==> config.mk <==
export PLATFORM = sky130hd
export DESIGN_NAME = pvtd_addr
export DESIGN_NICKNAME = d
export VERILOG_FILES = /design/src/rtl/pvtd_pkg.sv /design/src/rtl/pvtd_addr.sv
export SDC_FILE = /design/constraint.sdc
export NUM_CORES = 1
export LEC_CHECK = 0
export ABC_AREA = 1
export BUFFER_PORTS_ARGS = -buffer_cell sky130_fd_sc_hd__buf_2
export CORE_MARGIN = 8
export CORE_UTILIZATION = 35
export DETAILED_ROUTE_END_ITERATION = 8
export HOLD_SLACK_MARGIN = 0.1
export PLACE_DENSITY_LB_ADDON = 0.05
export SETUP_SLACK_MARGIN = 0.15
export SYNTH_ARGS = -nofsm -noshare
export SYNTH_HDL_FRONTEND = slang
export SYNTH_SLANG_ARGS = --single-unit
==> constraint.sdc <==
create_clock -name clk -period 11.4 [get_ports clk]
set_input_delay 0.57 -clock clk [delete_from_list [all_inputs] [get_ports clk]]
set_output_delay 0.57 -clock clk [all_outputs]
set_load 0.02 [all_outputs]
==> src/rtl/pvtd_pkg.sv <==
package pvtd_pkg;

  // Store and coordinate sizes
  localparam int MAX_BLOCKS = 4096;
  localparam int IDX_BITS   = $clog2(MAX_BLOCKS);
  localparam int COORD_BITS = 10;
  localparam int BLK_BITS   = COORD_BITS - 2;

  // Request codes
  localparam logic REQ_WRITE = 1'b0;
  localparam logic REQ_FETCH = 1'b1;

  // Configuration register indexes
  localparam int CFG_IDX_W  = 2;
  localparam int CFG_DATA_W = 4;
  localparam logic [CFG_IDX_W-1:0] CFG_TWO_BIT = 2'd0;
  localparam logic [CFG_IDX_W-1:0] CFG_WRAP    = 2'd1;
  localparam logic [CFG_IDX_W-1:0] CFG_WIDTH   = 2'd2;
  localparam logic [CFG_IDX_W-1:0] CFG_HEIGHT  = 2'd3;

  // Block modulation modes as stored per block
  localparam logic [1:0] MODE_PLAIN = 2'd0;
  localparam logic [1:0] MODE_AVG4  = 2'd1;
  localparam logic [1:0] MODE_HORIZ = 2'd2;
  localparam logic [1:0] MODE_VERT  = 2'd3;

  // Per-word control that travels down the pipeline
  typedef struct packed {
    logic       vld;
    logic       fault;
    logic       two;
    logic [2:0] xl;
    logic [1:0] yl;
  } pvtd_ctl_t;

  // Unpacked endpoint colour, 5554 at most
  typedef struct packed {
    logic [4:0] r;
    logic [4:0] g;
    logic [4:0] b;
    logic [3:0] a;
  } pvtd_col_t;

  function automatic logic [3:0] rep_plain(input logic [1:0] m);
    logic [3:0] v;
    case (m)
      2'd0: v = 4'd0;
      2'd1: v = 4'd3;
      2'd2: v = 4'd5;
      default: v = 4'd8;
    endcase
    return v;
  endfunction

  function automatic logic [3:0] rep_punch(input logic [1:0] m);
    logic [3:0] v;
    case (m)
      2'd0: v = 4'd0;
      2'd1: v = 4'd4;
      2'd2: v = 4'd4;
      default: v = 4'd8;
    endcase
    return v;
  endfunction

endpackage

==> src/rtl/pvtd_addr.sv <==
module pvtd_addr
  import pvtd_pkg::*;
(
  input  logic                         clk,
  input  logic                         rst,
  input  logic                         fetch,
  input  logic [COORD_BITS-1:0]        texel_x,
  input  logic [COORD_BITS-1:0]        texel_y,
  input  logic                         two_bit_mode,
  input  logic                         wrap_edges,
  input  logic [3:0]                   width_log2,
  input  logic [3:0]                   height_log2,
  output logic [3:0][IDX_BITS-1:0]     idx,
  output pvtd_ctl_t                    ctl
);

  localparam int CW = COORD_BITS + 1;

  // Morton interleave: y bits at even positions, x bits at odd, rest of the
  // larger dimension above
  function automatic logic [IDX_BITS-1:0] twiddle(input logic [3:0] lh,
                                                  input logic [3:0] lw,
                                                  input logic [BLK_BITS-1:0] by,
                                                  input logic [BLK_BITS-1:0] bx);
    logic [3:0]            sc;
    logic [BLK_BITS-1:0]   big;
    logic [2*BLK_BITS-1:0] t;
    sc  = (lh < lw) ? lh : lw;
    big = (lh < lw) ? bx : by;
    t   = '0;
    for (int i = 0; i < BLK_BITS; i++) begin
      if (4'(i) < sc) begin
        t[2*i]   = by[i];
        t[2*i+1] = bx[i];
      end
    end
    t = t | (((2*BLK_BITS)'(big) >> sc) << {sc, 1'b0});
    return t[IDX_BITS-1:0];
  endfunction

  logic [3:0]          wl, hl, xsl, bwl, bhl;
  logic [CW-1:0]       wpow, hpow, wmask, hmask, half, xe, ye, bxf, byf;
  logic [BLK_BITS-1:0] bx, by, bx1, by1;
  logic [BLK_BITS:0]   bwm1, bhm1, bxp, byp;
  logic                fault;

  // Size decode and range check
  always_comb begin
    wl    = (width_log2 < 4'd3) ? 4'd3 :
            ((width_log2 > 4'(COORD_BITS)) ? 4'(COORD_BITS) : width_log2);
    hl    = (height_log2 < 4'd2) ? 4'd2 :
            ((height_log2 > 4'(COORD_BITS)) ? 4'(COORD_BITS) : height_log2);
    xsl   = two_bit_mode ? 4'd3 : 4'd2;
    bwl   = (wl > xsl + 4'd1) ? wl - xsl : 4'd1;
    bhl   = (hl > 4'd3) ? hl - 4'd2 : 4'd1;
    wpow  = CW'(1) << wl;
    hpow  = CW'(1) << hl;
    wmask = wpow - CW'(1);
    hmask = hpow - CW'(1);
    xe    = CW'(texel_x);
    ye    = CW'(texel_y);
    fault = ((xe >> wl) != '0) || ((ye >> hl) != '0);
    half  = two_bit_mode ? CW'(4) : CW'(2);
  end

  // Top-left neighbour block and its right / lower partners
  always_comb begin
    if (wrap_edges) begin
      bxf = (xe + wpow - half) & wmask;
      byf = (ye + hpow - CW'(2)) & hmask;
    end else begin
      bxf = (xe < half) ? '0 : xe - half;
      byf = (ye < CW'(2)) ? '0 : ye - CW'(2);
    end
    bx   = BLK_BITS'(bxf >> xsl);
    by   = BLK_BITS'(byf >> 2);
    bwm1 = ((BLK_BITS+1)'(1) << bwl) - (BLK_BITS+1)'(1);
    bhm1 = ((BLK_BITS+1)'(1) << bhl) - (BLK_BITS+1)'(1);
    bxp  = (BLK_BITS+1)'(bx) + (BLK_BITS+1)'(1);
    byp  = (BLK_BITS+1)'(by) + (BLK_BITS+1)'(1);
    if (wrap_edges) begin
      bx1 = BLK_BITS'(bxp & bwm1);
      by1 = BLK_BITS'(byp & bhm1);
    end else begin
      bx1 = (bxp <= bwm1) ? BLK_BITS'(bxp) : BLK_BITS'(bwm1);
      by1 = (byp <= bhm1) ? BLK_BITS'(byp) : BLK_BITS'(bhm1);
    end
  end

  always_ff @(posedge clk) begin
    idx[0] <= twiddle(bhl, bwl, by,  bx);
    idx[1] <= twiddle(bhl, bwl, by,  bx1);
    idx[2] <= twiddle(bhl, bwl, by1, bx);
    idx[3] <= twiddle(bhl, bwl, by1, bx1);
    ctl.fault <= fault;
    ctl.two   <= two_bit_mode;
    ctl.xl    <= texel_x[2:0];
    ctl.yl    <= texel_y[1:0];
    if (rst) begin
      ctl.vld <= 1'b0;
    end else begin
      ctl.vld <= fetch;
    end
  end

endmodule

==> flow_summary.ini <==
[status]
status = complete, no violations

[placement]
place_ws_ns = 4.39
place_hpwl_microns = 23000
io_buffers = 88
placed_cell_area_sq_mm = 0.00848
gp_congestion = 1.00

[sta]
layout_min_cycle_time_ns = 6.74
setup_tns_ns = 0
worst_slew_pin_slew_ns = 0.889
rsz0062_at_grt = no
hold_violations = 0
slew_headroom_pct = 40.6
max_freq_mhz = 148
report.final.setup_viol = 0
maxSlewViolCount = 0
layout_setup_ws_ns = 4.66
post-route-period-util_pct = 59.1

[worst_setup_path]
path_delay_family = simple AND/OR/NAND/NOR gates
cp_num_buf_inv = 6
cp.arrival_ns = 6.99
cpMostUsedCell = nand2_1
critPathMaxFanout = 13
start_kind = primary input
critPathCaptureType = register
critPathKind = primary input to register
slowest_delay_ns = 0.62
crit_required_ns = 11.65
crit_slowest_cell = o22ai_1

[floorplanning]
core.rowCount = 54
die_w_microns = 166
start_util_pct = 35.9
die_height_microns = 166
die_area_sq_mm = 0.0275
ioPinCount = 89
coreArea_sq_mm = 0.0219

[global_routing]
antenna_found_initial = 1
grt_pass1_vias = 8385
grt_max_degree = 44
grt_pass1_wl_microns = 45200
overflow = 0
grt_usage_pct = 19.9

[cts]
clk_transition_reported_paths_ns = 0.09
ctsHoldBuffers = 0
cts.sinks = 56
clockRootBuffer = clkbuf_16
cts-htree-levels = 2
cts_setup_buffers = 0
cts_tree = yes
cts-resized-gates = 0
ctsLongestPathBuffers = 2
cts_buffers = 5

[power]
p_per_area_mw_per_mm2 = 185
p_leak_uw = 0.00472
vdd_drop_max_mv = 0.0636
total_power_uw = 1600

[yosys]
synth.top_cell.area_share_pct = 18.3
synth_flop_cell = dfxtp_1
synth.most_common_cell = nand2_1
synth_edf_count = 0
synth_warnings = 0
ys_seq_area_share_pct = 14.3
syn_area_sq_mm = 0.00785
synth.distinct_cells = 58
syn_avg_cell_area_sq_um = 5.96
ys_top_cells_by_count = nand2_1 (382), inv_1 (176), nand3_1 (152), ha_1 (83), a21oi_1 (77)
synth_seq_cells = 56
syn_inst = 1318
yosysTopAreaCell = nand2_1
synth_area_leaders = nand2_1 (18%), dfxtp_1 (14%), ha_1 (13%)
async_reset_ff_share_pct = 0

[worst_hold_path]
hold_path.class = primary input to register
min_from = texel_x[0]
holdPathStages = 1
hold_path_end = ctl[2]

[finish]
postLayoutCellArea_sq_mm = 0.00862
final_layout_size_suffix_gt1_share_pct = 15.2
n_fill_cell = 2538
antenna_cells = 0
final_net_count = 1504
syn2layout_area_growth_pct = 9.87

[routing]
wire_per_inst_microns = 17.1
vias = 8713
drc_errors = 0
drtPass1Iterations = 6
wl_microns = 28400
drt_iter0_drc = 550
avgViaCountPerCell = 5.23
ant_nets = 0

[flow_run]
drv_cap = 0
==> worst max path at each step <==
stage	to	cells after the start	slack, ns	from
after CTS	idx[45]	39	4.70	height_log2[3]
after detailed placement	idx[45]	39	4.39	height_log2[3]
after global placement	idx[39]	37	4.53	height_log2[3]
after floorplan	idx[30]	36	6.00	height_log2[3]
after global routing	idx[45]	38	3.96	height_log2[3]
final	idx[45]	38	4.66	height_log2[3]
==> registers in the layout (all words and copies together), names as in the netlist <==
signal / cells
ctl: 8
idx: 48
==> layer usage <==
layer / GRT usage [%] / up-vias / part of all wire, %
li1: - / 4422 / -
met1: 24.6 / 3950 / 44
met2: 33.9 / 281 / 47
met3: 3.05 / 58 / 5.5
met4: 8.54 / 2 / 3.6
met5: 0 / - / 0.039
==> where the power goes <==
part,internal (uW),switching (uW)
logic,327,803
clock network,83.0,89.7
registers,280,16.3
==> cell families (layout without fill, tap and decap cells) <==
family                     Yosys count  count (layout)  share of synthesized area [%]
xor gates and xnor gates            11              11                           1.23
other                                1               4                         0.0478
DFF                                 56              56                           14.3
and+or+nand+nor                    727             727                           42.8
adders and majority gates           87              87                           14.3
buffers and inverters              236             300                           12.2
AOI/OAI and AO/OA                  200             200                           15.2
==> layout make-up <==
cell class / count / area, sq um / share of cell area [%]
Clock buffer: 5 / 125 / 1.45
Clock inverter: 3 / 22.5 / 0.261
Inverter: 201 / 759 / 8.81
Multi-Input combinational cell: 1029 / 5780 / 67.0
Sequential cell: 56 / 1120 / 13.0
Tap cell: 280 / 350 / 4.06
Timing Repair Buffer: 91 / 463 / 5.37
==> placed cells by master (no fill, tap or decap), drive strengths merged, types with 2 or more instances in the layout <==
| cell type | netlist | routed |
|---|---|---|
| o211ai | 8 | 8 |
| o21ai | 85 | 85 |
| conb | 1 | 4 |
| inv | 201 | 202 |
| a2111oi | 2 | 2 |
| nor2 | 82 | 82 |
| nand4 | 29 | 29 |
| xnor2 | 4 | 4 |
| clkbuf | 5 | 5 |
| a21boi | 3 | 3 |
| o22ai | 4 | 4 |
| and2 | 3 | 3 |
| ha | 83 | 83 |
| nand2 | 414 | 414 |
| o2111ai | 3 | 3 |
| buf | 30 | 91 |
| nand3b | 8 | 8 |
| nor3 | 13 | 13 |
| clkinv | 0 | 2 |
| fa | 4 | 4 |
| a21oi | 81 | 81 |
| a211oi | 3 | 3 |
| xor2 | 7 | 7 |
| or2 | 14 | 14 |
| nand3 | 163 | 163 |
| dfxtp | 56 | 56 |
==> per-stage QoR <==
step	std cells	hold slack (ns)	util, %
after floorplan	1321	0.598	-
after global placement	1657	0.711	38.7
after detailed placement	1657	0.706	38.7
after CTS	1665	0.372	39.4
after global routing	1665	0.371	39.4
final	1665	0.378	39.4
No activity file was read; power rests on OpenSTA's default activity.
