### src/rtl/pvtd_pkg.sv
package pvtd_pkg;

  // Store and coordinate sizes
  localparam int MAX_BLOCKS = 4096;
  localparam int IDX_BITS   = $clog2(MAX_BLOCKS);
  localparam int COORD_BITS = 10;
  localparam int BLK_BITS   = COORD_BITS - 2;

  // Request codes
  localparam logic REQ_WRITE = 1'b0;
  localparam logic REQ_FETCH = 1'b1;

  // Configuration register indexes
  localparam int CFG_IDX_W  = 2;
  localparam int CFG_DATA_W = 4;
  localparam logic [CFG_IDX_W-1:0] CFG_TWO_BIT = 2'd0;
  localparam logic [CFG_IDX_W-1:0] CFG_WRAP    = 2'd1;
  localparam logic [CFG_IDX_W-1:0] CFG_WIDTH   = 2'd2;
  localparam logic [CFG_IDX_W-1:0] CFG_HEIGHT  = 2'd3;

  // Block modulation modes as stored per block
  localparam logic [1:0] MODE_PLAIN = 2'd0;
  localparam logic [1:0] MODE_AVG4  = 2'd1;
  localparam logic [1:0] MODE_HORIZ = 2'd2;
  localparam logic [1:0] MODE_VERT  = 2'd3;

  // Per-word control that travels down the pipeline
  typedef struct packed {
    logic       vld;
    logic       fault;
    logic       two;
    logic [2:0] xl;
    logic [1:0] yl;
  } pvtd_ctl_t;

  // Unpacked endpoint colour, 5554 at most
  typedef struct packed {
    logic [4:0] r;
    logic [4:0] g;
    logic [4:0] b;
    logic [3:0] a;
  } pvtd_col_t;

  function automatic logic [3:0] rep_plain(input logic [1:0] m);
    logic [3:0] v;
    case (m)
      2'd0: v = 4'd0;
      2'd1: v = 4'd3;
      2'd2: v = 4'd5;
      default: v = 4'd8;
    endcase
    return v;
  endfunction

  function automatic logic [3:0] rep_punch(input logic [1:0] m);
    logic [3:0] v;
    case (m)
      2'd0: v = 4'd0;
      2'd1: v = 4'd4;
      2'd2: v = 4'd4;
      default: v = 4'd8;
    endcase
    return v;
  endfunction

endpackage

### src/rtl/pvtd_filter.sv
module pvtd_filter
  import pvtd_pkg::*;
(
  input  logic             clk,
  input  logic             rst,
  input  pvtd_col_t [3:0]  col_a,
  input  pvtd_col_t [3:0]  col_b,
  input  logic [3:0]       mv,
  input  logic             pt,
  input  pvtd_ctl_t        ctl_in,
  output logic             done,
  output logic [7:0]       red,
  output logic [7:0]       green,
  output logic [7:0]       blue,
  output logic [7:0]       alpha,
  output logic             coord_fault
);

  // Horizontal step: p*us + u*(q-p)
  function automatic logic signed [11:0] lerp_h(input logic [4:0] p, input logic [4:0] q,
                                                input logic two, input logic [2:0] u);
    logic signed [11:0] ps, qs, uu;
    ps = $signed({7'b0, p});
    qs = $signed({7'b0, q});
    uu = $signed({9'b0, u});
    return (two ? (ps <<< 3) : (ps <<< 2)) + uu * (qs - ps);
  endfunction

  // Vertical step, clamp and expansion to 8 bits
  function automatic logic [7:0] lerp_v(input logic signed [11:0] t1,
                                        input logic signed [11:0] t2,
                                        input logic [1:0] v, input logic two,
                                        input logic is_a);
    logic signed [11:0] t, vv;
    logic [9:0]         o;
    vv = $signed({10'b0, v});
    t  = (t1 <<< 2) + vv * (t2 - t1);
    if (t < 0) t = '0;
    if (is_a) begin
      o = two ? 10'(t[10:1]) : t[9:0];
      o = o + (o >> 4);
    end else begin
      o = two ? 10'(t[11:2]) : t[10:1];
      o = o + (o >> 5);
    end
    return o[7:0];
  endfunction

  // Blend of the two colours by weight m in eighths
  function automatic logic [7:0] blend(input logic [7:0] a, input logic [7:0] b,
                                       input logic [3:0] m);
    logic signed [12:0] as, bs, ms, r;
    as = $signed({5'b0, a});
    bs = $signed({5'b0, b});
    ms = $signed({9'b0, m});
    r  = (as <<< 3) + ms * (bs - as);
    if (r < 0) r = '0;
    r = r >>> 3;
    return (r > 13'sd255) ? 8'hFF : r[7:0];
  endfunction

  function automatic logic [4:0] chan(input pvtd_col_t c, input int k);
    logic [4:0] v;
    case (k)
      0: v = c.r;
      1: v = c.g;
      2: v = c.b;
      default: v = {1'b0, c.a};
    endcase
    return v;
  endfunction

  logic [2:0] u;
  logic [1:0] v;

  // Stage 1: horizontal interpolation
  logic signed [11:0] ta1 [4], ta2 [4], tb1 [4], tb2 [4];
  logic [3:0]         mv1;
  logic               pt1;
  pvtd_ctl_t          ctl1;

  always_comb begin
    u = ctl_in.two ? {~ctl_in.xl[2], ctl_in.xl[1:0]} : {1'b0, ~ctl_in.xl[1], ctl_in.xl[0]};
  end

  always_ff @(posedge clk) begin
    for (int k = 0; k < 4; k++) begin
      ta1[k] <= lerp_h(chan(col_a[0], k), chan(col_a[1], k), ctl_in.two, u);
      ta2[k] <= lerp_h(chan(col_a[2], k), chan(col_a[3], k), ctl_in.two, u);
      tb1[k] <= lerp_h(chan(col_b[0], k), chan(col_b[1], k), ctl_in.two, u);
      tb2[k] <= lerp_h(chan(col_b[2], k), chan(col_b[3], k), ctl_in.two, u);
    end
    mv1 <= mv;
    pt1 <= pt;
    ctl1.fault <= ctl_in.fault;
    ctl1.two   <= ctl_in.two;
    ctl1.xl    <= ctl_in.xl;
    ctl1.yl    <= ctl_in.yl;
    if (rst) begin
      ctl1.vld <= 1'b0;
    end else begin
      ctl1.vld <= ctl_in.vld;
    end
  end

  // Stage 2: vertical interpolation
  logic [7:0] ca [4], cb [4];
  logic [3:0] mv2;
  logic       pt2;
  pvtd_ctl_t  ctl2;

  always_comb begin
    v = {~ctl1.yl[1], ctl1.yl[0]};
  end

  always_ff @(posedge clk) begin
    for (int k = 0; k < 4; k++) begin
      ca[k] <= lerp_v(ta1[k], ta2[k], v, ctl1.two, k == 3);
      cb[k] <= lerp_v(tb1[k], tb2[k], v, ctl1.two, k == 3);
    end
    mv2 <= mv1;
    pt2 <= pt1;
    ctl2.fault <= ctl1.fault;
    ctl2.two   <= ctl1.two;
    ctl2.xl    <= ctl1.xl;
    ctl2.yl    <= ctl1.yl;
    if (rst) begin
      ctl2.vld <= 1'b0;
    end else begin
      ctl2.vld <= ctl1.vld;
    end
  end

  // Stage 3: blend and output word
  always_ff @(posedge clk) begin
    if (ctl2.fault) begin
      red   <= '0;
      green <= '0;
      blue  <= '0;
      alpha <= '0;
    end else begin
      red   <= blend(ca[0], cb[0], mv2);
      green <= blend(ca[1], cb[1], mv2);
      blue  <= blend(ca[2], cb[2], mv2);
      alpha <= pt2 ? 8'd0 : blend(ca[3], cb[3], mv2);
    end
    coord_fault <= ctl2.fault;
    if (rst) begin
      done <= 1'b0;
    end else begin
      done <= ctl2.vld;
    end
  end

endmodule

### config.mk
export PLATFORM = sky130hd
export DESIGN_NAME = pvtd_filter
export DESIGN_NICKNAME = d
export VERILOG_FILES = /design/src/rtl/pvtd_pkg.sv /design/src/rtl/pvtd_filter.sv
export SDC_FILE = /design/constraint.sdc
export NUM_CORES = 2
export LEC_CHECK = 0
export ABC_CLOCK_PERIOD_IN_PS = 10100
export BUFFER_PORTS_ARGS = -buffer_cell sky130_fd_sc_hd__buf_2
export CAP_MARGIN = 20
export CORE_MARGIN = 4
export CORE_UTILIZATION = 60
export CTS_CLUSTER_DIAMETER = 60
export DETAILED_ROUTE_END_ITERATION = 8
export PLACE_DENSITY = 0.79
export SLEW_MARGIN = 30
export SYNTH_ARGS = -nofsm -noshare
export SYNTH_HDL_FRONTEND = slang
export SYNTH_SLANG_ARGS = --single-unit
### constraint.sdc
create_clock -name clk -period 10.1 [get_ports clk]
set_clock_uncertainty 0.15 [all_clocks]
set_input_delay 1.01 -clock clk [delete_from_list [all_inputs] [get_ports clk]]
set_output_delay 1.01 -clock clk [all_outputs]
set_load 0.05 [all_outputs]
==> flow_results.xml <==
<?xml version="1.0" encoding="UTF-8"?>
<metrics>
  <group name="outcome">
    <metric name="run_status" unit="">completed</metric>
  </group>
  <group name="synth">
    <metric name="synthXorXnorAreaFrac" unit="%">7.84</metric>
    <metric name="ffs_latches_synth" unit="">287</metric>
    <metric name="syn_area_per_cell" unit="um^2">8.25</metric>
    <metric name="yosys_most_used_dff" unit="">sky130_fd_sc_hd__dfxtp_1</metric>
    <metric name="synth_sequential_area_ratio" unit="%">13.2</metric>
    <metric name="post_synth_and_or_nand_nor_area_fraction" unit="%">13.2</metric>
    <metric name="synth_compound_gate_area_share" unit="%">12.1</metric>
    <metric name="synthMostInstantiatedCell" unit="">sky130_fd_sc_hd__inv_1</metric>
    <metric name="yosys-top-cells-area" unit="">sky130_fd_sc_hd__ha_1, sky130_fd_sc_hd__fa_1, sky130_fd_sc_hd__dfxtp_1, sky130_fd_sc_hd__inv_1, sky130_fd_sc_hd__xnor2_1</metric>
    <metric name="netlist_area" unit="um^2">43700</metric>
    <metric name="post_synthesis_net_count" unit="">6630</metric>
    <metric name="netlist_instances" unit="">5291</metric>
    <metric name="synth_enable_flop_cells" unit="">0</metric>
    <metric name="ys_async_sr_fraction" unit="%">0</metric>
    <metric name="synth_top_area_share" unit="%">22.0</metric>
    <metric name="netlist_top_cells_count" unit="">sky130_fd_sc_hd__inv_1, sky130_fd_sc_hd__ha_1, sky130_fd_sc_hd__nor2_1</metric>
    <metric name="yosys-mux-area-fraction" unit="%">1.35</metric>
    <metric name="synthesis.yosys.warnings" unit="">0</metric>
    <metric name="synth.distinct_cells" unit="">66</metric>
    <metric name="synth_top_area_cell" unit="">sky130_fd_sc_hd__ha_1</metric>
    <metric name="synth_adder_area_share" unit="%">40.5</metric>
    <metric name="synth_top_family_by_area" unit="">adder cells</metric>
  </group>
  <group name="clocking">
    <metric name="cts.root.buffer_cell" unit="">sky130_fd_sc_hd__clkbuf_16</metric>
    <metric name="cts.path.max_buffers" unit="">3</metric>
    <metric name="postCtsHoldBufs" unit="">0</metric>
    <metric name="cts-htree-levels" unit="">2</metric>
    <metric name="path_clk_slew" unit="ns">0.06</metric>
    <metric name="cts-buffers-inserted" unit="">41</metric>
    <metric name="cts-resized-gates" unit="">0</metric>
    <metric name="cts_num_sinks" unit="">287</metric>
    <metric name="post-cts-setup-buffers" unit="">0</metric>
    <metric name="tritoncts" unit="">done</metric>
    <metric name="worst_skew_pair.late_latency" unit="ns">0.57</metric>
  </group>
  <group name="timing">
    <metric name="rsz0062_at_grt" unit="">no</metric>
    <metric name="finalMaxSlewViolations" unit="">0</metric>
    <metric name="achievable-frequency" unit="MHz">144</metric>
    <metric name="post-route-min-period" unit="ns">6.97</metric>
    <metric name="setup_violations" unit="">0</metric>
    <metric name="totalNegativeSetupSlack" unit="ns">0</metric>
    <metric name="relSlewSlack" unit="%">39.4</metric>
    <metric name="hold_slack_final" unit="ns">0.160</metric>
    <metric name="timing.final.crit_share" unit="%">69.0</metric>
    <metric name="worst_pin_slew" unit="ns">0.910</metric>
    <metric name="timing_hold_violations_final" unit="">0</metric>
  </group>
  <group name="critical_path">
    <metric name="crit_path_end_kind" unit="">flip-flop</metric>
    <metric name="critPathRequiredTime" unit="ns">10.41</metric>
    <metric name="largest_fanout_of_any_net_on_the_critical_path" unit="">13</metric>
    <metric name="slowest_delay" unit="ns">0.73</metric>
    <metric name="critPathKind" unit="">reg2reg</metric>
    <metric name="critical_path.slowest_cell" unit="">sky130_fd_sc_hd__xor2_1</metric>
    <metric name="timing.reg2reg.worst_path_depth" unit="">32</metric>
    <metric name="timing.critical_path.arrival" unit="ns">7.28</metric>
    <metric name="critical_path.startpoint_type" unit="">flip-flop</metric>
  </group>
  <group name="global_route">
    <metric name="globalRoute.busiestLayer" unit="">met2</metric>
    <metric name="grt_use_met3" unit="%">2.82</metric>
    <metric name="largest_net_degree_at_the_start_of_global_routing" unit="">84</metric>
    <metric name="grt_first_pass_wirelength" unit="mm">155</metric>
    <metric name="grt_use_met1" unit="%">34.3</metric>
    <metric name="track_usage" unit="%">23.6</metric>
    <metric name="grt.overflow.total" unit="">0</metric>
    <metric name="met2_track_utilization_from_global_routing" unit="%">37.8</metric>
    <metric name="grt_pass1_vias" unit="">33400</metric>
    <metric name="antenna_found_initial" unit="">3</metric>
  </group>
  <group name="floorplanning">
    <metric name="io_pins" unit="">201</metric>
    <metric name="die_w" unit="um">278</metric>
    <metric name="initial_utilization" unit="%">60.7</metric>
    <metric name="core" unit="um^2">71900</metric>
    <metric name="rows" unit="">98</metric>
    <metric name="die-area" unit="um^2">77100</metric>
    <metric name="floorplan_die_height" unit="um">278</metric>
  </group>
  <group name="detailed_routing">
    <metric name="routed_wirelength" unit="mm">90.0</metric>
    <metric name="avgViaCountPerCell" unit="">5.14</metric>
    <metric name="wire_per_inst" unit="um">14.0</metric>
    <metric name="initialDrtViolationCount" unit="">1786</metric>
    <metric name="route.detailed.drc" unit="">0</metric>
    <metric name="detail-route-antenna-nets" unit="">0</metric>
    <metric name="vias" unit="">33000</metric>
    <metric name="firstDrtPassIters" unit="">5</metric>
  </group>
  <group name="final_layout">
    <metric name="fill_count" unit="">5984</metric>
    <metric name="final_layout_size_suffix_gt1_share" unit="%">5.83</metric>
    <metric name="fin_util" unit="%">65.4</metric>
    <metric name="area.growth.synth_to_final" unit="%">7.70</metric>
    <metric name="final_net_count" unit="">6781</metric>
  </group>
  <group name="placed_design">
    <metric name="replace_congestion" unit="">0.890</metric>
    <metric name="hpwl" unit="mm">73.9</metric>
    <metric name="number_of_i_o_port_buffers" unit="">200</metric>
  </group>
  <group name="worst_hold_path">
    <metric name="whs_path_depth" unit="">0</metric>
    <metric name="hold_path_class" unit="">reg2reg</metric>
  </group>
  <group name="run">
    <metric name="drv_cap" unit="">0</metric>
  </group>
</metrics>
-- cell type report --
cell class / count / area, um^2 / share of cell area (%)
Inverter: 1266 / 4750 / 10.1
Timing Repair Buffer: 218 / 1140 / 2.42
Sequential cell: 287 / 5750 / 12.2
Multi-Input combinational cell: 3628 / 32800 / 69.7
Tap cell: 950 / 1190 / 2.53
Clock inverter: 24 / 309 / 0.657
Antenna cell: 2 / 5.00 / 0.0106
Clock buffer: 49 / 1100 / 2.33
-- registers in the layout, indices dropped and copies added, names as in the netlist --
| register | cells |
|---|---|
| alpha | 8 |
| blue | 8 |
| ca | 32 |
| cb | 32 |
| coord_fault | 1 |
| ctl1 | 5 |
| ctl2 | 2 |
| done | 1 |
| green | 8 |
| mv1 | 4 |
| mv2 | 4 |
| pt1 | 1 |
| pt2 | 1 |
| red | 8 |
| ta1 | 43 |
| ta2 | 43 |
| tb1 | 43 |
| tb2 | 43 |
-- logic make-up after synthesis --
group,count (synthesis)
AOI/OAI and AO/OA,840
adders and majority gates,1172
buffers and inverters,1376
xor gates and xnor gates,382
and+or+nand+nor,1176
DFF,287
muxes,58
-- layout by cell type, fill, tap and decap left out, types with 6 or more instances in the layout --
cell type,synthesis,final
sky130_fd_sc_hd__mux2i_1,51,51
sky130_fd_sc_hd__fa_1,404,404
sky130_fd_sc_hd__and2_1,240,240
sky130_fd_sc_hd__a211oi_1,28,28
sky130_fd_sc_hd__nand3_1,10,10
sky130_fd_sc_hd__nor3_1,32,32
sky130_fd_sc_hd__nand2_1,229,229
sky130_fd_sc_hd__nor2_1,408,408
sky130_fd_sc_hd__a21o_1,157,157
sky130_fd_sc_hd__dfxtp_1,287,285
sky130_fd_sc_hd__mux2_2,7,7
sky130_fd_sc_hd__a21boi_0,11,11
sky130_fd_sc_hd__o21a_1,67,67
sky130_fd_sc_hd__inv_6,0,8
sky130_fd_sc_hd__xor2_1,119,118
sky130_fd_sc_hd__or2_2,8,8
sky130_fd_sc_hd__nor4_1,6,6
sky130_fd_sc_hd__buf_4,1,19
sky130_fd_sc_hd__nand2b_1,68,67
sky130_fd_sc_hd__o31ai_1,11,11
sky130_fd_sc_hd__inv_1,1265,1264
sky130_fd_sc_hd__o31a_1,9,9
sky130_fd_sc_hd__a2111oi_0,10,10
sky130_fd_sc_hd__and3_1,6,6
sky130_fd_sc_hd__a21oi_1,291,291
sky130_fd_sc_hd__a211o_1,6,6
sky130_fd_sc_hd__xnor2_1,258,256
sky130_fd_sc_hd__nor2b_1,142,141
sky130_fd_sc_hd__ha_1,768,768
sky130_fd_sc_hd__buf_2,3,199
sky130_fd_sc_hd__o21bai_1,57,57
sky130_fd_sc_hd__clkbuf_16,0,42
sky130_fd_sc_hd__o21ai_0,147,147
sky130_fd_sc_hd__a31oi_1,13,13
-- worst max-delay path, delay by kind of cell (launching register included) --
kind	cells	cell delay [ns]
AOI/OAI and AO/OA	9	1.58
and+or+nand+nor	8	1.31
adders and majority gates	6	1.87
buffers and inverters	4	0.24
xor gates and xnor gates	5	1.40
DFF	1	0.31
-- metrics by stage --
stage                     area, um^2  setup slack [ns]  cells
after CTS                      47000              3.15   6422
after floorplan                43700              3.78   5291
after global routing           47000              2.66   6424
after global placement         45600              3.39   6349
after detailed placement       45600              3.18   6349
final                          47000              3.13   6424
-- per-layer routing --
metal | vias up | share of wire (%) | wire (um)
met5 | - | 0 | 0
met4 | 0 | 2.1 | 1850
met3 | 110 | 4.7 | 4250
li1 | 16900 | - | -
met1 | 15400 | 50 | 45200
met2 | 665 | 43 | 38700
-- worst paths after layout --
check,start,end,slack (ns)
max,ta1[1][2],ca[1][6],3.13
min,ctl1[6],ctl2[6],0.16
max reg2reg,ta1[1][2],ca[1][6],3.13
min reg2reg,ctl1[6],ctl2[6],0.16
Power is left out: the tool's default activity adds up to more than one toggle a clock period on the data nets, which glitch-free logic cannot reach.
