File: src/rtl/pvtd_pkg.sv
package pvtd_pkg;

  // Store and coordinate sizes
  localparam int MAX_BLOCKS = 4096;
  localparam int IDX_BITS   = $clog2(MAX_BLOCKS);
  localparam int COORD_BITS = 10;
  localparam int BLK_BITS   = COORD_BITS - 2;

  // Request codes
  localparam logic REQ_WRITE = 1'b0;
  localparam logic REQ_FETCH = 1'b1;

  // Configuration register indexes
  localparam int CFG_IDX_W  = 2;
  localparam int CFG_DATA_W = 4;
  localparam logic [CFG_IDX_W-1:0] CFG_TWO_BIT = 2'd0;
  localparam logic [CFG_IDX_W-1:0] CFG_WRAP    = 2'd1;
  localparam logic [CFG_IDX_W-1:0] CFG_WIDTH   = 2'd2;
  localparam logic [CFG_IDX_W-1:0] CFG_HEIGHT  = 2'd3;

  // Block modulation modes as stored per block
  localparam logic [1:0] MODE_PLAIN = 2'd0;
  localparam logic [1:0] MODE_AVG4  = 2'd1;
  localparam logic [1:0] MODE_HORIZ = 2'd2;
  localparam logic [1:0] MODE_VERT  = 2'd3;

  // Per-word control that travels down the pipeline
  typedef struct packed {
    logic       vld;
    logic       fault;
    logic       two;
    logic [2:0] xl;
    logic [1:0] yl;
  } pvtd_ctl_t;

  // Unpacked endpoint colour, 5554 at most
  typedef struct packed {
    logic [4:0] r;
    logic [4:0] g;
    logic [4:0] b;
    logic [3:0] a;
  } pvtd_col_t;

  function automatic logic [3:0] rep_plain(input logic [1:0] m);
    logic [3:0] v;
    case (m)
      2'd0: v = 4'd0;
      2'd1: v = 4'd3;
      2'd2: v = 4'd5;
      default: v = 4'd8;
    endcase
    return v;
  endfunction

  function automatic logic [3:0] rep_punch(input logic [1:0] m);
    logic [3:0] v;
    case (m)
      2'd0: v = 4'd0;
      2'd1: v = 4'd4;
      2'd2: v = 4'd4;
      default: v = 4'd8;
    endcase
    return v;
  endfunction

endpackage

File: src/rtl/pvtd_unpack.sv
module pvtd_unpack
  import pvtd_pkg::*;
(
  input  logic              clk,
  input  logic              rst,
  input  logic [3:0][63:0]  words,
  input  pvtd_ctl_t         ctl_in,
  output pvtd_col_t [3:0]   col_a,
  output pvtd_col_t [3:0]   col_b,
  output logic [3:0]        mv,
  output logic              pt,
  output pvtd_ctl_t         ctl
);

  function automatic pvtd_col_t unpack_col(input logic [15:0] raw, input logic is_b);
    pvtd_col_t  c;
    logic [4:0] t;
    if (raw[15]) begin
      c.r = raw[14:10];
      c.g = raw[9:5];
      c.b = raw[4:0];
      if (!is_b) c.b = c.b | (c.b >> 4);
      c.a = 4'hF;
    end else begin
      c.r = {raw[11:8], raw[11]};
      c.g = {raw[7:4], raw[7]};
      t   = {raw[3:0], 1'b0};
      c.b = is_b ? (t | (t >> 4)) : (t | (t >> 3));
      c.a = {raw[14:12], 1'b0};
    end
    return c;
  endfunction

  // Modulation code and block mode at grid row r, column c of the 2x2 blocks
  function automatic logic [3:0] mod_at(input logic [3:0][63:0] w, input logic two,
                                        input logic [2:0] r, input logic [3:0] c);
    logic [63:0] wd;
    logic [31:0] bits;
    logic [1:0]  bm, md;
    logic [1:0]  ly;
    logic [2:0]  lx;
    logic [4:0]  n;
    logic        j;
    j    = two ? c[3] : c[2];
    wd   = w[{r[2], j}];
    bits = wd[31:0];
    bm   = {1'b0, wd[32]};
    ly   = r[1:0];
    lx   = two ? c[2:0] : {1'b0, c[1:0]};
    md   = 2'd0;
    if (two && wd[32]) begin
      if (bits[0]) begin
        bm       = bits[20] ? MODE_VERT : MODE_HORIZ;
        bits[20] = bits[21];
      end
      bits[0] = bits[1];
      n = {1'b0, ly, lx[2:1]};
      if ((lx[0] ^ ly[0]) == 1'b0) md = bits[{n[3:0], 1'b0} +: 2];
    end else if (two) begin
      n  = {ly, lx};
      md = bits[n] ? 2'd3 : 2'd0;
    end else begin
      n  = {1'b0, ly, lx[1:0]};
      md = bits[{n[3:0], 1'b0} +: 2];
    end
    return {bm, md};
  endfunction

  logic [2:0] my;
  logic [3:0] mx;
  logic [3:0] mc, mu, mdn, ml, mr;
  logic [3:0] mv_next;
  logic [5:0] sum4;
  logic [4:0] sum_h, sum_v;
  logic       pt_next;

  // Modulation weight selection
  always_comb begin
    my    = {~ctl_in.yl[1], ctl_in.yl};
    mx    = ctl_in.two ? {~ctl_in.xl[2], ctl_in.xl}
                       : {1'b0, ~ctl_in.xl[1], ctl_in.xl[1:0]};
    mc    = mod_at(words, ctl_in.two, my, mx);
    mu    = mod_at(words, ctl_in.two, my - 3'd1, mx);
    mdn   = mod_at(words, ctl_in.two, my + 3'd1, mx);
    ml    = mod_at(words, ctl_in.two, my, mx - 4'd1);
    mr    = mod_at(words, ctl_in.two, my, mx + 4'd1);
    sum4  = 6'(rep_plain(mu[1:0])) + 6'(rep_plain(mdn[1:0])) +
            6'(rep_plain(ml[1:0])) + 6'(rep_plain(mr[1:0])) + 6'd2;
    sum_h = 5'(rep_plain(ml[1:0])) + 5'(rep_plain(mr[1:0])) + 5'd1;
    sum_v = 5'(rep_plain(mu[1:0])) + 5'(rep_plain(mdn[1:0])) + 5'd1;
    pt_next = 1'b0;
    if (mc[3:2] == MODE_PLAIN) begin
      mv_next = rep_plain(mc[1:0]);
    end else if (ctl_in.two) begin
      if ((mx[0] ^ my[0]) == 1'b0)    mv_next = rep_plain(mc[1:0]);
      else if (mc[3:2] == MODE_AVG4)  mv_next = 4'(sum4 >> 2);
      else if (mc[3:2] == MODE_HORIZ) mv_next = 4'(sum_h >> 1);
      else                            mv_next = 4'(sum_v >> 1);
    end else begin
      mv_next = rep_punch(mc[1:0]);
      pt_next = (mc[1:0] == 2'd2);
    end
  end

  always_ff @(posedge clk) begin
    for (int k = 0; k < 4; k++) begin
      col_a[k] <= unpack_col(words[k][47:32] & 16'hFFFE, 1'b0);
      col_b[k] <= unpack_col(words[k][63:48], 1'b1);
    end
    mv  <= mv_next;
    pt  <= pt_next;
    ctl.fault <= ctl_in.fault;
    ctl.two   <= ctl_in.two;
    ctl.xl    <= ctl_in.xl;
    ctl.yl    <= ctl_in.yl;
    if (rst) begin
      ctl.vld <= 1'b0;
    end else begin
      ctl.vld <= ctl_in.vld;
    end
  end

endmodule

File: config.mk
export PLATFORM = sky130hd
export DESIGN_NAME = pvtd_unpack
export DESIGN_NICKNAME = d
export VERILOG_FILES = /design/src/rtl/pvtd_pkg.sv /design/src/rtl/pvtd_unpack.sv
export SDC_FILE = /design/constraint.sdc
export NUM_CORES = 1
export LEC_CHECK = 0
export BUFFER_PORTS_ARGS = -buffer_cell sky130_fd_sc_hd__buf_2
export CORE_MARGIN = 2
export CORE_UTILIZATION = 40
export DETAILED_ROUTE_END_ITERATION = 10
export PLACE_DENSITY = 0.76
export SYNTH_ARGS = -nofsm -noshare
export SYNTH_HDL_FRONTEND = slang
export SYNTH_SLANG_ARGS = --single-unit
File: constraint.sdc
create_clock -name clk -period 7.7 [get_ports clk]
set_input_delay 1.54 -clock clk [delete_from_list [all_inputs] [get_ports clk]]
set_output_delay 1.54 -clock clk [all_outputs]
set_load 0.05 [all_outputs]
==> results of run 1 <==
[flip-flops by register name, indices dropped and copies added (netlist names)]
name and flops:
pt 1, mv 4, col_a 76, ctl 8, col_b 76
[per-layer routing]
| layer | vias to the layer above | track usage | share of wire |
|---|---|---|---|
| li1 | 5832 | - | - |
| met1 | 6361 | 0.393 | 0.36 |
| met2 | 1032 | 0.540 | 0.47 |
| met3 | 181 | 0.0582 | 0.10 |
| met4 | 0 | 0.190 | 0.065 |
| met5 | - | 0 | 0 |
[power breakdown]
part,switching (mW),leakage (nW),internal (mW)
Clock,0.351,0.281,0.489
Combinational,0.994,6.17,0.631
Sequential,0.0203,1.39,0.923
[cell usage in the layout (no fill, tap or decap), types with 6 or more instances in the layout]
cell type	n
o22ai_1	14
or3_1	7
mux4_2	110
diode_2	6
buf_2	429
mux4_1	20
a22oi_1	11
nand2b_1	35
dfxtp_1	165
a211oi_1	22
nand3_1	19
a21oi_1	52
nor2_1	48
nand2_1	217
nor3_1	8
buf_12	9
clkbuf_16	17
mux2_2	78
and2_1	10
inv_1	27
mux2i_1	175
o21ai_0	23
ha_1	29
or2_2	25
fa_1	9
nor2b_1	6
buf_4	55
a31oi_1	12
[worst max-delay path, cell delays in order]
cell	delay, ns
buf_2	0.27
mux2i_4	0.32
buf_12	0.21
buf_12	0.23
mux2i_1	0.59
mux4_2	0.38
mux2i_1	0.07
a32oi_1	0.18
o21ai_0	0.12
a31o_1	0.26
and4b_1	0.20
or4b_1	0.57
ha_1	0.36
fa_1	0.48
fa_1	0.39
inv_1	0.08
ha_1	0.23
a31oi_1	0.22
o21bai_1	0.12
a21oi_1	0.25
xnor2_1	0.15
nor2_1	0.05
a21oi_1	0.12
o22ai_1	0.08
a21oi_1	0.13
[worst min-delay path by stage]
stage | slack [ns] | start | cells past startpoint | endpoint
finish | 1.22 | ctl_in[6] | 1 | ctl[6]
detailed placement | 1.64 | ctl_in[6] | 1 | ctl[6]
floorplan | 1.57 | words[47] | 0 | col_a[0]
global route | 1.21 | ctl_in[6] | 1 | ctl[6]
global placement | 1.64 | ctl_in[6] | 1 | ctl[6]
CTS | 1.20 | ctl_in[6] | 1 | ctl[6]
[final cells by class]
class                   instances  area (um^2)
multi-input cells            1036         9530
repair buffers                493         2740
clock inverters                13          148
well taps                     448          561
fillers                      3053        16400
clock buffers                  18          439
inverters                      31          116
flip-flops and latches        165         3300
diodes                          6         15.0
[logic make-up after synthesis]
kind of cell / after synthesis / synth area share
compound gates: 194 / 0.0969
xor+xnor: 9 / 0.00587
fa+ha+maj: 40 / 0.0423
buf+inv: 135 / 0.0437
flops: 165 / 0.246
mux: 384 / 0.422
simple gates: 409 / 0.143
==> impl_results.md, run 1 <==
- Final Worst Setup Slack: 0.392 ns
- Design Power: 3.41 mW
- Slew Limit Fails: 0
- First-pass GRT wire length: 85.2 mm
- Iteration-0 DRC count of the detailed router: 1459
- Crit-path max FO: 22
- Initial antenna violation count: 6
- Share of layout cells above drive strength 1: 0.428
- Max Clk Rate: 0.137 GHz
- Crit path to: mv[2]
- Final Cycle Share: 0.949
- Layout Cells excl Fill: 2210
- DRC: 0
- Count leader, synth: nand2_1
- CP startpoint kind: input pin
- CTS HTree Levels: 4
- Worst-margin pin slew: 0.792 ns
- Number of I/O port buffers: 430
- Max-slew headroom: 0.457
- Die width: 187 um
- Largest net degree at the start of global routing: 60
- Wire per inst: 26.3 um
- Clock Tree Root: clkbuf_16
- Main synth FF type: dfxtp_1
- Top cells by area, synth: dfxtp_1, mux4_2, mux2i_1, mux2_2, nand2_1
- GRT Overall Usage: 0.324
- Post-synth top cells: nand2_1, mux2i_1, dfxtp_1, mux4_2, mux2_2
- Drt first pass iters: 5
- Post-Syn Instances: 1336
- Post-Route WL: 58.2 mm
- Seq/Total Area, Yosys: 0.246
- Final setup viols: 0
- Vias per inst: 6.07
- CTS tree: yes
- P&R area growth vs syn: 25.6%
- CP required: 8.05 ns
- Post-CTS Resized: 0
- Final hold vios: 0
- Worst Path Arrival: 7.66 ns
- Grt ovf: 0
- Placed insts: 2173
- Area leader, netlist: dfxtp_1
- Total core area: 33300 um^2
- Netlist cell types: 79
- Critical path startpoint: ctl_in[5]
- Pwr/cell area: 202 nW/um^2
- IO Count: 431
- Hold Crit Class: input pin to register
- WS Path Type: input pin to register
- Clock sink count: 165
- Status: finished, final reports clean
- Setup bufs post-CTS: 0
- Area share of the largest cell type after synthesis: 0.246
- Vias: 13406
- Initial Utilization: 0.403
- # rows: 67
- Hold_ws: 1.22 ns
- Mean Syn Cell Area: 10.0 um^2
- GP Congestion: 1.08
- Post-route cell area: 16900 um^2
- EDFF count, synth: 0
- Die ar.: 35000 um^2
- Clk buf depth: 2
- Post-route ant nets: 0
- Mapped Area: 13400 um^2
- Pre-CTS setup slack: 0.0370 ns
- RSZ-0062 raised after global routing: false
- Crit. End Element: register
- Total CTS buffers: 17
- Hold buffers post-CTS: 0
- Dpl cell area: 16300 um^2
- Setup TNS: 0 ns
- Clock-pin slew on the worst setup and hold paths: 0.06 ns
- Utilization after layout: 0.506
- Post-route minimum period: 7.31 ns
- Syn_nets: 1642
- Vias in the first global route: 13268
- Leak: 7.84 nW
- Peak VDD IR: 193 uV
- Max-cap viol count: 0
- FFs w/ async S/R, synth: 0
- Net count, final: 2050
- Synth warnings: 0
- Synthesis-stage register bit count: 165
- Dpl hpwl: 47.3 mm
- Die Y: 187 um
No activity file was read; power rests on OpenSTA's default activity.
==> run 2, diff against run 1 <==
CORE_UTILIZATION = 48   (was 40)
PLACE_DENSITY = 0.87   (was 0.76)
==> run 2 against run 1 <==
Against the previous run:
- setup slack better by 0.052 ns
- first-iteration DRC count rose by 12%
- routed wire length is 0.74% lower
- clock power is 14% higher
- fmax increased by 0.72%
- cell area up 0.38%
- clock-buffer cell count is the same
- global-route usage increased by 6.2 points
- cell count decreased by 2.4%
- via count up 3.3%
- critical endpoint unchanged
- largest cell class unchanged
- largest power group unchanged
==> impl_results.md, run 2 (synthesis results as in run 1) <==
- Slew Limit Fails: 0
- Hold Crit Class: input pin to register
- Post-CTS Resized: 0
- Switching power: 1.40 mW
- Peak VDD IR: 156 uV
- Post-Route WL: 57.8 mm
- DRC: 0
- Share of layout cells above drive strength 1: 0.432
- Max-slew headroom: 0.472
- Worst Path Arrival: 7.63 ns
- WS Path Type: input pin to register
- Vias: 13842
- Sw frac: 0.395
- Net count, final: 2062
- CP startpoint kind: input pin
- Commonest non-fill, non-tap cell in the layout: buf_2
- Number of I/O port buffers: 430
- Post-route ant nets: 0
- Post-route minimum period: 7.26 ns
- Most frequent cells in the layout: buf_2, nand2_1, mux2i_1, dfxtp_1, mux4_2
- CP required: 8.07 ns
- Dpl hpwl: 46.0 mm
- Pwr/cell area: 210 nW/um^2
- GRT Overall Usage: 0.386
- Vias in the first global route: 13455
- CTS HTree Levels: 4
- Final setup viols: 0
- Crit. End Element: register
- Max Clk Rate: 0.138 GHz
- Wire per inst: 26.8 um
- GP Congestion: 1.18
- Leak: 7.93 nW
- Grt ovf: 0
- Clock-pin slew on the worst setup and hold paths: 0.06 ns
- P&R area growth vs syn: 26.1%
- First-pass GRT wire length: 83.6 mm
- Total CTS buffers: 17
- Clock share of power: 0.271
- Clock sink count: 165
- Hold buffers post-CTS: 0
- Largest net degree at the start of global routing: 56
- # rows: 61
- Iteration-0 DRC count of the detailed router: 1635
- Crit-path max FO: 16
- Hold_ws: 1.21 ns
- Initial Utilization: 0.486
- Vias per inst: 6.42
- Clk buf depth: 2
- Die ar.: 29300 um^2
- Initial antenna violation count: 8
- Max-cap viol count: 0
- Final Cycle Share: 0.942
- Die Y: 171 um
- P_int: 2.15 mW
- Largest regs: col_a: 76 flops, col_b: 76 flops, ctl: 8 flops
- Setup bufs post-CTS: 0
- Die width: 171 um
- Setup TNS: 0 ns
- IO Count: 431
- Seq pwr share: 0.267
- Worst-margin pin slew: 0.770 ns
- Status: finished, final reports clean
- Final hold vios: 0
- Logic gate share of total power: 0.462
- Clock Tree Root: clkbuf_16
- Total core area: 27600 um^2
- RSZ-0062 raised after global routing: false
- CTS tree: yes
- Drt first pass iters: 9
run 2: cell count changes in the layout (fill, tap and decap cells not counted), sizes merged:
cell      previous run  this run
buf                493       505
bufinv               2         5
clkinv               5         3
clkinvlp             3         0
diode                6         9
inv                 34        37
run 2: worst max-delay path, stage by stage:
cell and delay [ns]:
buf_2 0.22, mux2i_4 0.39, buf_4 0.35, mux2i_1 0.59, mux4_2 0.41, mux2i_1 0.08, a32oi_1 0.23, o21ai_0 0.13
a31o_1 0.23, and4b_1 0.19, or4b_1 0.58, ha_1 0.38, fa_1 0.48, fa_1 0.39, inv_1 0.07, ha_1 0.23
a31oi_1 0.22, o21bai_1 0.12, a21oi_1 0.23, xnor2_1 0.15, nor2_1 0.06, a21oi_1 0.13, o22ai_1 0.08, a21oi_1 0.13
run 2: worst paths after layout:
path	startpoint	endpoint	slack (ns)	cells past startpoint
max	ctl_in[5]	mv[2]	0.44	24
min	ctl_in[6]	ctl[6]	1.21	1
run 2: final cells by class:
type	instances	area, um^2
diodes	9	22.5
clock buffers	18	429
clock inverters	14	236
fillers	2287	10700
inverters	31	116
multi-input cells	1036	9530
flip-flops and latches	165	3300
well taps	378	473
repair buffers	505	2810
run 2: per-stage QoR:
stage	setup slack, ns	area, um^2	util	total power, mW	instances
6_report	0.444	16900	0.612	3.55	2156
5_1_grt	0.269	16900	0.612	3.69	2155
4_1_cts	0.556	16900	0.611	3.51	2147
3_5_place_dp	0.122	16200	0.587	2.56	2115
3_3_place_gp	0.155	16200	0.587	2.53	2115
2_1_floorplan	0.0152	13400	-	2.05	1336
run 2: power by group through the flow:
stage	Clock (mW)	Sequential [mW]	Combinational, mW
2_1_floorplan	0	1.20	0.850
3_3_place_gp	0	0.963	1.57
3_5_place_dp	0	0.964	1.60
4_1_cts	0.964	0.946	1.60
5_1_grt	1.00	0.950	1.73
6_report	0.960	0.947	1.64
run 2: per-layer routing:
layer / up-vias / share of wire / global-route usage
li1: 5854 / - / -
met2: 1135 / 0.46 / 0.622
met4: 0 / 0.072 / 0.261
met5: - / 0 / 0
met3: 248 / 0.11 / 0.100
met1: 6605 / 0.35 / 0.453
